$ cat config.mk
export PLATFORM = sky130hd
export DESIGN_NAME = hsv_to_rgb_converter
export DESIGN_NICKNAME = d
export VERILOG_FILES = /design/src/sv/hsv_pkg.sv /design/src/sv/hsv_to_rgb_converter.sv
export SDC_FILE = /design/constraint.sdc
export NUM_CORES = 2
export LEC_CHECK = 0
export ABC_AREA = 1
export BUFFER_PORTS_ARGS = -buffer_cell sky130_fd_sc_hd__buf_2
export CORE_MARGIN = 4
export CORE_UTILIZATION = 65
export CTS_BUF_LIST = sky130_fd_sc_hd__clkbuf_4 sky130_fd_sc_hd__clkbuf_8
export CTS_CLUSTER_SIZE = 30
export DETAILED_ROUTE_END_ITERATION = 8
export PLACE_DENSITY_LB_ADDON = 0.1
export SYNTH_ARGS = -nofsm -noshare
export SYNTH_HDL_FRONTEND = slang
export SYNTH_SLANG_ARGS = --single-unit
$ cat constraint.sdc
create_clock -name i_clk -period 9.6 [get_ports i_clk]
set_clock_uncertainty 0.05 [all_clocks]
set_input_delay 0.48 -clock i_clk [delete_from_list [all_inputs] [get_ports i_clk]]
set_output_delay 0.48 -clock i_clk [all_outputs]
set_load 0.05 [all_outputs]
$ cat src/sv/hsv_pkg.sv
// hsv_pkg: constants, sector codes and the divide-by-255 helper for the
// 8-bit HSV to RGB converter. No dependencies; used by hsv_to_rgb_converter.

package hsv_pkg;

    // Full scale of one channel and its square
    localparam logic [7:0]  FULL_SCALE    = 8'd255;
    localparam logic [15:0] FULL_SCALE_SQ = 16'd65025;

    // Six times the hue is at most 1530: eleven bits
    localparam int unsigned HUE6_W = 11;

    // Sector boundaries on the six-times hue scale
    localparam logic [HUE6_W-1:0] SECT_BASE_1 = 11'd255;
    localparam logic [HUE6_W-1:0] SECT_BASE_2 = 11'd510;
    localparam logic [HUE6_W-1:0] SECT_BASE_3 = 11'd765;
    localparam logic [HUE6_W-1:0] SECT_BASE_4 = 11'd1020;
    localparam logic [HUE6_W-1:0] SECT_BASE_5 = 11'd1275;
    localparam logic [HUE6_W-1:0] SECT_BASE_6 = 11'd1530;

    // ceil(2^32 / 255): exact floor(y / 255) for y below 2^32 / 254
    localparam int unsigned        RECIP_W     = 25;
    localparam logic [RECIP_W-1:0] RECIP_255   = 25'h101_0102;
    localparam int unsigned        RECIP_SHIFT = 32;

    // Color sectors around the hexcone, in hue order
    typedef enum logic [2:0] {
        SECT_R_TO_Y = 3'd0,
        SECT_Y_TO_G = 3'd1,
        SECT_G_TO_C = 3'd2,
        SECT_C_TO_B = 3'd3,
        SECT_B_TO_M = 3'd4,
        SECT_M_TO_R = 3'd5
    } t_sector;

    // floor(y / 255) for y up to 255*255, by add and shift
    function automatic logic [7:0] div255(input logic [15:0] y);
        logic [16:0] sum;
        sum = 17'(y) + 17'(y[15:8]) + 17'd1;
        return sum[15:8];
    endfunction

endpackage

$ cat src/sv/hsv_to_rgb_converter.sv
// hsv_to_rgb_converter: 8-bit HSV to 8-bit RGB, six-sector hexcone; depends on hsv_pkg.
// An accepted start moves through stages 1 to 5 in order; o_valid is the stage 5 valid bit.
// Throughput: one item per cycle; the five-stage pipeline never stalls, busy stays low.
// Each stage holds at most one multiplier per data path; the exact divide by
// 65025 is a reciprocal multiply (stage 4) and a shift-add divide by 255 (stage 5).
// Reset (synchronous, active low) clears the stage valid bits only.

module hsv_to_rgb_converter (
    input  logic       i_clk,
    input  logic       i_rst_n,
    input  logic       i_start,
    output logic       o_busy,
    input  logic [7:0] i_hue,
    input  logic [7:0] i_saturation,
    input  logic [7:0] i_brightness,
    output logic       o_valid,
    output logic [7:0] o_red,
    output logic [7:0] o_green,
    output logic [7:0] o_blue
);

    // Stage valid bits
    logic r_vld1, r_vld2, r_vld3, r_vld4, r_vld5;

    // Stage 1: sector and position inside it
    hsv_pkg::t_sector r_sect1;
    logic [7:0]       r_rem1, r_sat1, r_val1;
    // Stage 2: products with saturation
    hsv_pkg::t_sector r_sect2;
    logic [15:0]      r_rem_s2, r_irem_s2, r_pn2;
    logic [7:0]       r_val2;
    // Stage 3: scaled numerators and p
    hsv_pkg::t_sector r_sect3;
    logic [23:0]      r_yq3, r_yt3;
    logic [7:0]       r_p3, r_val3;
    // Stage 4: first divide by 255
    hsv_pkg::t_sector r_sect4;
    logic [15:0]      r_zq4, r_zt4;
    logic [7:0]       r_p4, r_val4;
    // Stage 5: output registers
    logic [7:0]       r_red, r_green, r_blue;

    logic                          accept;
    logic [hsv_pkg::HUE6_W-1:0]    hue6;
    logic [hsv_pkg::HUE6_W-1:0]    sect_base;
    logic [hsv_pkg::HUE6_W-1:0]    rem_full;
    hsv_pkg::t_sector              n_sect;
    logic [15:0]                   num_q, num_t;
    logic [48:0]                   prod_q, prod_t;
    logic [7:0]                    q5, t5;
    logic [7:0]                    n_red, n_green, n_blue;

    assign accept = i_start && !o_busy;
    assign o_busy = 1'b0;

    // Split six times the hue into sector and remainder
    assign hue6 = hsv_pkg::HUE6_W'(i_hue) * hsv_pkg::HUE6_W'(6);

    always_comb begin
        priority if (hue6 >= hsv_pkg::SECT_BASE_6) begin
            n_sect    = hsv_pkg::SECT_R_TO_Y;
            sect_base = hsv_pkg::SECT_BASE_6;
        end else if (hue6 >= hsv_pkg::SECT_BASE_5) begin
            n_sect    = hsv_pkg::SECT_M_TO_R;
            sect_base = hsv_pkg::SECT_BASE_5;
        end else if (hue6 >= hsv_pkg::SECT_BASE_4) begin
            n_sect    = hsv_pkg::SECT_B_TO_M;
            sect_base = hsv_pkg::SECT_BASE_4;
        end else if (hue6 >= hsv_pkg::SECT_BASE_3) begin
            n_sect    = hsv_pkg::SECT_C_TO_B;
            sect_base = hsv_pkg::SECT_BASE_3;
        end else if (hue6 >= hsv_pkg::SECT_BASE_2) begin
            n_sect    = hsv_pkg::SECT_G_TO_C;
            sect_base = hsv_pkg::SECT_BASE_2;
        end else if (hue6 >= hsv_pkg::SECT_BASE_1) begin
            n_sect    = hsv_pkg::SECT_Y_TO_G;
            sect_base = hsv_pkg::SECT_BASE_1;
        end else begin
            n_sect    = hsv_pkg::SECT_R_TO_Y;
            sect_base = '0;
        end
    end

    assign rem_full = hue6 - sect_base;

    // Numerators of q and t over 65025
    assign num_q = hsv_pkg::FULL_SCALE_SQ - r_rem_s2;
    assign num_t = hsv_pkg::FULL_SCALE_SQ - r_irem_s2;

    // Reciprocal multiply for the first divide by 255
    assign prod_q = 49'(r_yq3) * 49'(hsv_pkg::RECIP_255);
    assign prod_t = 49'(r_yt3) * 49'(hsv_pkg::RECIP_255);

    // Second divide by 255 completes the divide by 65025
    assign q5 = hsv_pkg::div255(r_zq4);
    assign t5 = hsv_pkg::div255(r_zt4);

    // Route v, p, q and t to the channels by sector
    always_comb begin
        unique case (r_sect4)
            hsv_pkg::SECT_R_TO_Y: begin
                n_red = r_val4; n_green = t5;     n_blue = r_p4;
            end
            hsv_pkg::SECT_Y_TO_G: begin
                n_red = q5;     n_green = r_val4; n_blue = r_p4;
            end
            hsv_pkg::SECT_G_TO_C: begin
                n_red = r_p4;   n_green = r_val4; n_blue = t5;
            end
            hsv_pkg::SECT_C_TO_B: begin
                n_red = r_p4;   n_green = q5;     n_blue = r_val4;
            end
            hsv_pkg::SECT_B_TO_M: begin
                n_red = t5;     n_green = r_p4;   n_blue = r_val4;
            end
            default: begin
                n_red = r_val4; n_green = r_p4;   n_blue = q5;
            end
        endcase
    end

    // Advance valid bits
    always_ff @(posedge i_clk) begin
        if (!i_rst_n) begin
            r_vld1 <= 1'b0;
            r_vld2 <= 1'b0;
            r_vld3 <= 1'b0;
            r_vld4 <= 1'b0;
            r_vld5 <= 1'b0;
        end else begin
            r_vld1 <= accept;
            r_vld2 <= r_vld1;
            r_vld3 <= r_vld2;
            r_vld4 <= r_vld3;
            r_vld5 <= r_vld4;
        end
    end

    // Advance payload
    always_ff @(posedge i_clk) begin
        // stage 1
        r_sect1   <= n_sect;
        r_rem1    <= rem_full[7:0];
        r_sat1    <= i_saturation;
        r_val1    <= i_brightness;
        // stage 2
        r_sect2   <= r_sect1;
        r_rem_s2  <= 16'(r_rem1) * 16'(r_sat1);
        r_irem_s2 <= 16'(hsv_pkg::FULL_SCALE - r_rem1) * 16'(r_sat1);
        r_pn2     <= 16'(r_val1) * 16'(hsv_pkg::FULL_SCALE - r_sat1);
        r_val2    <= r_val1;
        // stage 3
        r_sect3   <= r_sect2;
        r_yq3     <= 24'(r_val2) * 24'(num_q);
        r_yt3     <= 24'(r_val2) * 24'(num_t);
        r_p3      <= hsv_pkg::div255(r_pn2);
        r_val3    <= r_val2;
        // stage 4
        r_sect4   <= r_sect3;
        r_zq4     <= prod_q[hsv_pkg::RECIP_SHIFT +: 16];
        r_zt4     <= prod_t[hsv_pkg::RECIP_SHIFT +: 16];
        r_p4      <= r_p3;
        r_val4    <= r_val3;
        // stage 5
        r_red     <= n_red;
        r_green   <= n_green;
        r_blue    <= n_blue;
    end

    assign o_valid = r_vld5;
    assign o_red   = r_red;
    assign o_green = r_green;
    assign o_blue  = r_blue;

    // A result strobe only follows an accepted item
    a_latency: assert property (@(posedge i_clk) disable iff (!i_rst_n)
        o_valid |-> $past(i_start && i_rst_n, 5))
        else $error("result strobe without an item accepted five cycles earlier");

    // Grey input gives equal channels at the brightness level
    a_grey: assert property (@(posedge i_clk) disable iff (!i_rst_n)
        (o_valid && ($past(i_saturation, 5) == 8'd0)) |->
        (o_red == $past(i_brightness, 5) && o_green == o_red && o_blue == o_red))
        else $error("grey item did not give equal channels");

    // The brightness always reaches one channel
    a_peak: assert property (@(posedge i_clk) disable iff (!i_rst_n)
        o_valid |-> (o_red == $past(i_brightness, 5) || o_green == $past(i_brightness, 5)
                     || o_blue == $past(i_brightness, 5)))
        else $error("no channel carries the brightness level");

endmodule
== After elaboration in Yosys (flattened, before gate mapping) ==
Index checks and enable logic that the tools add are counted.

* Output and inout bits: 26
* Bits of input ports: 27
* Logic and storage cells: 77
* Bits in registers: 233

* Reductions and logical operators: 6
* Equality and inequality tests: 4
* Multipliers: 8
* Mux-type cells: 14
* Magnitude comparators: 6
* Add/sub/neg operators: 11

{| class="wikitable"
|+ Operator list
! kind !! number
|-
| $mul 24x24->47 const B || 2
|-
| $pmux 8 s3 || 3
|-
| $add 16x1->16 const B || 3
|-
| $add 16x8->16 || 3
|-
| $mul 8x16->24 || 2
|-
| $mux 8 || 6
|-
| $mul 9x9->16 || 2
|-
| $sub 16x16->16 const A || 2
|-
| $ge 11x10->1 const B || 2
|-
| $ge 11x11->1 const B || 2
|-
| $sub 8x8->9 const A || 2
|-
| $mul 8x8->16 || 1
|-
| $ge 11x8->1 const B || 1
|-
| $ge 11x9->1 const B || 1
|-
| $mul 8x2->10 const B || 1
|-
| $reduce_or 2->1 || 4
|-
| $sub 8x8->8 || 1
|-
| $eq 3x2->1 const B || 2
|-
| $mux 3 || 2
|-
| $mux 2 || 2
|-
| $eq 3x1->1 const B || 1
|-
| $eq 3x3->1 const B || 1
|-
| $logic_not 3->1 || 1
|-
| $reduce_or 3->1 || 1
|-
| $mux 1 || 1
|}

== Logic depth before layout (Yosys ltp) ==
* Depth in word-level cells: 9
* Gate-level depth with buffers: 29
* Gate-level depth less buffers: 28

== Least setup slack after synthesis ==
No wires, ideal clock.

* Path type: register to register
* From: reg r_rem_s2[1]
* To: reg r_yq3[23]
* Data arrival time: 5.160 ns
* Path slack: 4.269 ns
* Clock period less this slack: 5.331 ns
* Cell stages (with the launch flop): 26
* Buffers on the path: 1
* Data required time: 9.428 ns
* Cells stage by stage: dfxtp_1 > buf_2 > inv_1 > ha_1 > nand2_1 > or4_1 > nor2_1 > inv_1 > nand2_1 > xnor2_1 > nor2_1 > fa_1 > fa_1 > fa_1 > inv_1 > fa_1 > inv_1 > ha_1 > nand2_1 > nor4_1 > nand4_1 > nand3_1 > a21oi_1 > nor2_1 > nor2_1 > xor2_1

* Word-level cells in the longest chain between the ends: 2

{| class="wikitable"
|+ Ends and longest elaborated chain
! what !! RTL line !! source
|-
| start: declaration || hsv_to_rgb_converter.sv:30 || <nowiki>logic [15:0] r_rem_s2, r_irem_s2, r_pn2;</nowiki>
|-
| start signal: assignment || hsv_to_rgb_converter.sv:148 || <nowiki>r_rem_s2 <= 16'(r_rem1) * 16'(r_sat1);</nowiki>
|-
| $sub 16x16->16 || hsv_to_rgb_converter.sv:87 || <nowiki>assign num_q = hsv_pkg::FULL_SCALE_SQ - r_rem_s2;</nowiki>
|-
| $mul 8x16->24 || hsv_to_rgb_converter.sv:154 || <nowiki>r_yq3 <= 24'(r_val2) * 24'(num_q);</nowiki>
|-
| end signal: assignment || hsv_to_rgb_converter.sv:154 ||
|-
| end: declaration || hsv_to_rgb_converter.sv:34 || <nowiki>logic [23:0] r_yq3, r_yt3;</nowiki>
|}

No other way between the ends.
A chain may end at the register's enable or synchronous reset.

== Final worst setup path ==
* From: reg r_rem_s2[1]
* To: reg r_yq3[17]

The elaborated chain is that of the path after synthesis.

==> flow_summary_export.csv <==
group,metric,value,unit
worst_setup_path,cp_slowest_cell,"fa_1",
sta,tns,0,ns
worst_setup_path,worstPathArrival,6.54,ns
die,dieArea,48400,sq um
synthesis,yosysWarnings,0,
place,hpwlAfterDp,59400,um
synthesis,syn_nets,4553,
clock_tree,cts_tree,"yes",
route,dr.pass1.iters,6,
synthesis,synth_cells,3632,
place,placement.cell_area,30000,sq um
synthesis,ys_ff_latch,233,
synthesis,async_reset_ff_share,0,%
grt,track_usage,31.1,%
clock_tree,cts_sinks,233,
route,vias,23800,
die,dieHeight,220,um
place,gp_congestion,0.969,
worst_setup_path,crit_start,"r_rem_s2[1]",
clock_tree,clkTransAtPathRegs,0.07,ns
worst_setup_path,worst-path-stages,27,
clock_tree,cts_resized,0,
final_layout,drive_above_1_share,4.19,%
route,routed_via_density,5.52,
sta,fin_crit_sh,63.1,%
synthesis,ys.flop_type,"dfxtp_1",
synthesis,synth.largest_area_cell,"ha_1",
clock_tree,postCtsSetupBuffers,0,
clock_tree,insertion_delay,0.62,ns
worst_setup_path,r2r_cells,27,
worst_setup_path,cp_max_fo,10,
synthesis,synth.yosys.seq_area_share,16.0,%
worst_setup_path,r2r_start,"r_rem_s2[1]",
synthesis,synthTopCellsByArea,"ha_1 (25%), fa_1 (21%), dfxtp_1 (16%)",
die,rows,77,
worst_setup_path,path_common_cell,"nand2_1",
sta,slew-limit-headroom,37.2,%
final_layout,nNetsFinal,4613,
status,status,"completed",
route,wl,72600,um
die,io-pin-count,53,
sta,worst_pin_slew,0.937,ns
final_layout,area_growth_syn_to_layout,6.45,%
sta,setup_viol,0,
synthesis,mappedNetlistArea,29200,sq um
worst_setup_path,path_buf_inv,6,
sta,hold_viol,0,
clock_tree,root_buffer,"clkbuf_8",
worst_setup_path,cp-start-kind,"flop",
worst_setup_path,cp-end-kind,"flop",
clock_tree,cts_buffer_depth,3,
sta,drv_slew,0,
grt,grt_max_degree,28,
worst_setup_path,critPathKind,"flop to flop",
route,ant_nets,0,
sta,min_period,6.06,ns
final_layout,final_area,31100,sq um
clock_tree,cts.hold.buffers_added,17,
hold_path,hold_start,"i_rst_n",
grt,grt_pass1_wl,121000,um
synthesis,synth_cell_type_count,51,
grt,grt_overflow,0,
clock_tree,htreeDepth,2,
synthesis,synth_top_area_share,24.9,%
worst_setup_path,required,10.08,ns
hold_path,min-delay-path-class,"input port to flop",
place,pre_cts_slack,3.70,ns
route,drt_first_iter_violations,1588,
worst_setup_path,cp_top_family,"adder cells",
sta,fin_ws,3.54,ns
worst_setup_path,cpPeakStageDelay,0.55,ns
sta,clock.fmax,165,MHz
place,io_buffers,51,
die,dieWidth,220,um
sta,rsz0062_at_grt,"false",
grt,grt_pass1_vias,25000,
route,drc_errors,0,
job,maxCapViolations,0,
final_layout,fillers,3665,
hold_path,min_delay_path_depth,3,
synthesis,synth-edff-count,0,
die,start_util,66.0,%
clock_tree,numCtsBuffers,41,
synthesis,synth_area_per_cell,8.05,sq um
die,core_area,44300,sq um
grt,antenna_found_initial,1,
final_layout,antenna_cells,0,
route,wire_per_inst,16.8,um
## layout make-up
type | instances | area [sq um] | share of cell area, %
multi-input combinational | 2542 | 21300 | 68.6
clock buffer | 53 | 673 | 2.16
sequential | 233 | 4660 | 15.0
inverter | 802 | 3010 | 9.67
tap | 592 | 741 | 2.38
timing repair buffer | 72 | 455 | 1.46
clock inverter | 19 | 230 | 0.740
## flip-flops by register name, summed over array words and instances, names as in the netlist, 8 cells and up
register,flops
r_zq4,16
r_val3,8
o_blue,8
r_val1,8
r_yt3,24
o_red,8
r_zt4,16
r_rem1,8
r_pn2,16
r_val4,8
r_p4,8
r_yq3,24
o_green,8
r_rem_s2,16
r_p3,8
r_sat1,8
r_val2,8
r_irem_s2,16
## per-layer routing
| layer | up-vias | routed length [um] | GRT usage, % |
|---|---|---|---|
| met5 | - | 15 | 0 |
| met4 | 2 | 3320 | 13.1 |
| met3 | 199 | 4690 | 5.30 |
| met2 | 804 | 35000 | 54.2 |
| met1 | 11400 | 29600 | 38.2 |
| li1 | 11400 | - | - |
## path summary, 6_finish.rpt
kind                end  slack [ns]
max           r_yq3[17]        3.54
min             o_valid        0.08
max reg2reg   r_yq3[17]        3.54
min reg2reg  r_sect3[2]        0.27
## placed cells by master (no fill, tap or decap), drive strengths merged, types with 13 or more instances in the layout
cell type      n
inv          801
nor3          15
or2           13
dfxtp        233
nand2        577
a31oi         19
xnor2         34
dlygate4sd3   17
ha           582
fa           312
nand4         37
clkbuf        53
buf           55
xor2          87
a21oi        179
nor2         410
o21ai         94
nand3        108
## cell families after synthesis
logic type	Yosys count	synth area share [%]
DFF	233	16.0
AOI/OAI and AO/OA	349	6.67
and+or+nand+nor	1177	16.4
buffers and inverters	857	11.0
other	1	0.0128
adders and majority gates	894	46.3
xor gates and xnor gates	121	3.68
## synthesized netlist by cell type (10+ instances only)
| master | instances |
|---|---|
| nor2_1 | 403 |
| a21o_1 | 11 |
| inv_1 | 798 |
| nand2_1 | 573 |
| xor2_1 | 87 |
| o21a_1 | 12 |
| nand3_1 | 107 |
| a31oi_1 | 19 |
| xnor2_1 | 32 |
| or2_2 | 10 |
| fa_1 | 312 |
| a21oi_1 | 178 |
| nand4_1 | 37 |
| nor3_1 | 15 |
| clkbuf_1 | 51 |
| ha_1 | 582 |
| dfxtp_1 | 233 |
| o21ai_0 | 89 |
## stage by stage
step | utilization (%) | std cells | hold slack (ns)
final | 70.2 | 4313 | 0.0775
after global routing | 70.2 | 4313 | 0.0372
after CTS | 70.2 | 4313 | 0.0344
after detailed placement | 67.8 | 4224 | 0.262
after global placement | 67.8 | 4224 | 0.260
after floorplan | - | 3632 | 0.260
## tightest hold or removal path: stages
cell	delay, ns
buf_2	0.12
nand2_1	0.05
inv_1	0.04
Power is left out: the tool's default activity adds up to more than one toggle a clock period on the data nets, which glitch-free logic cannot reach.
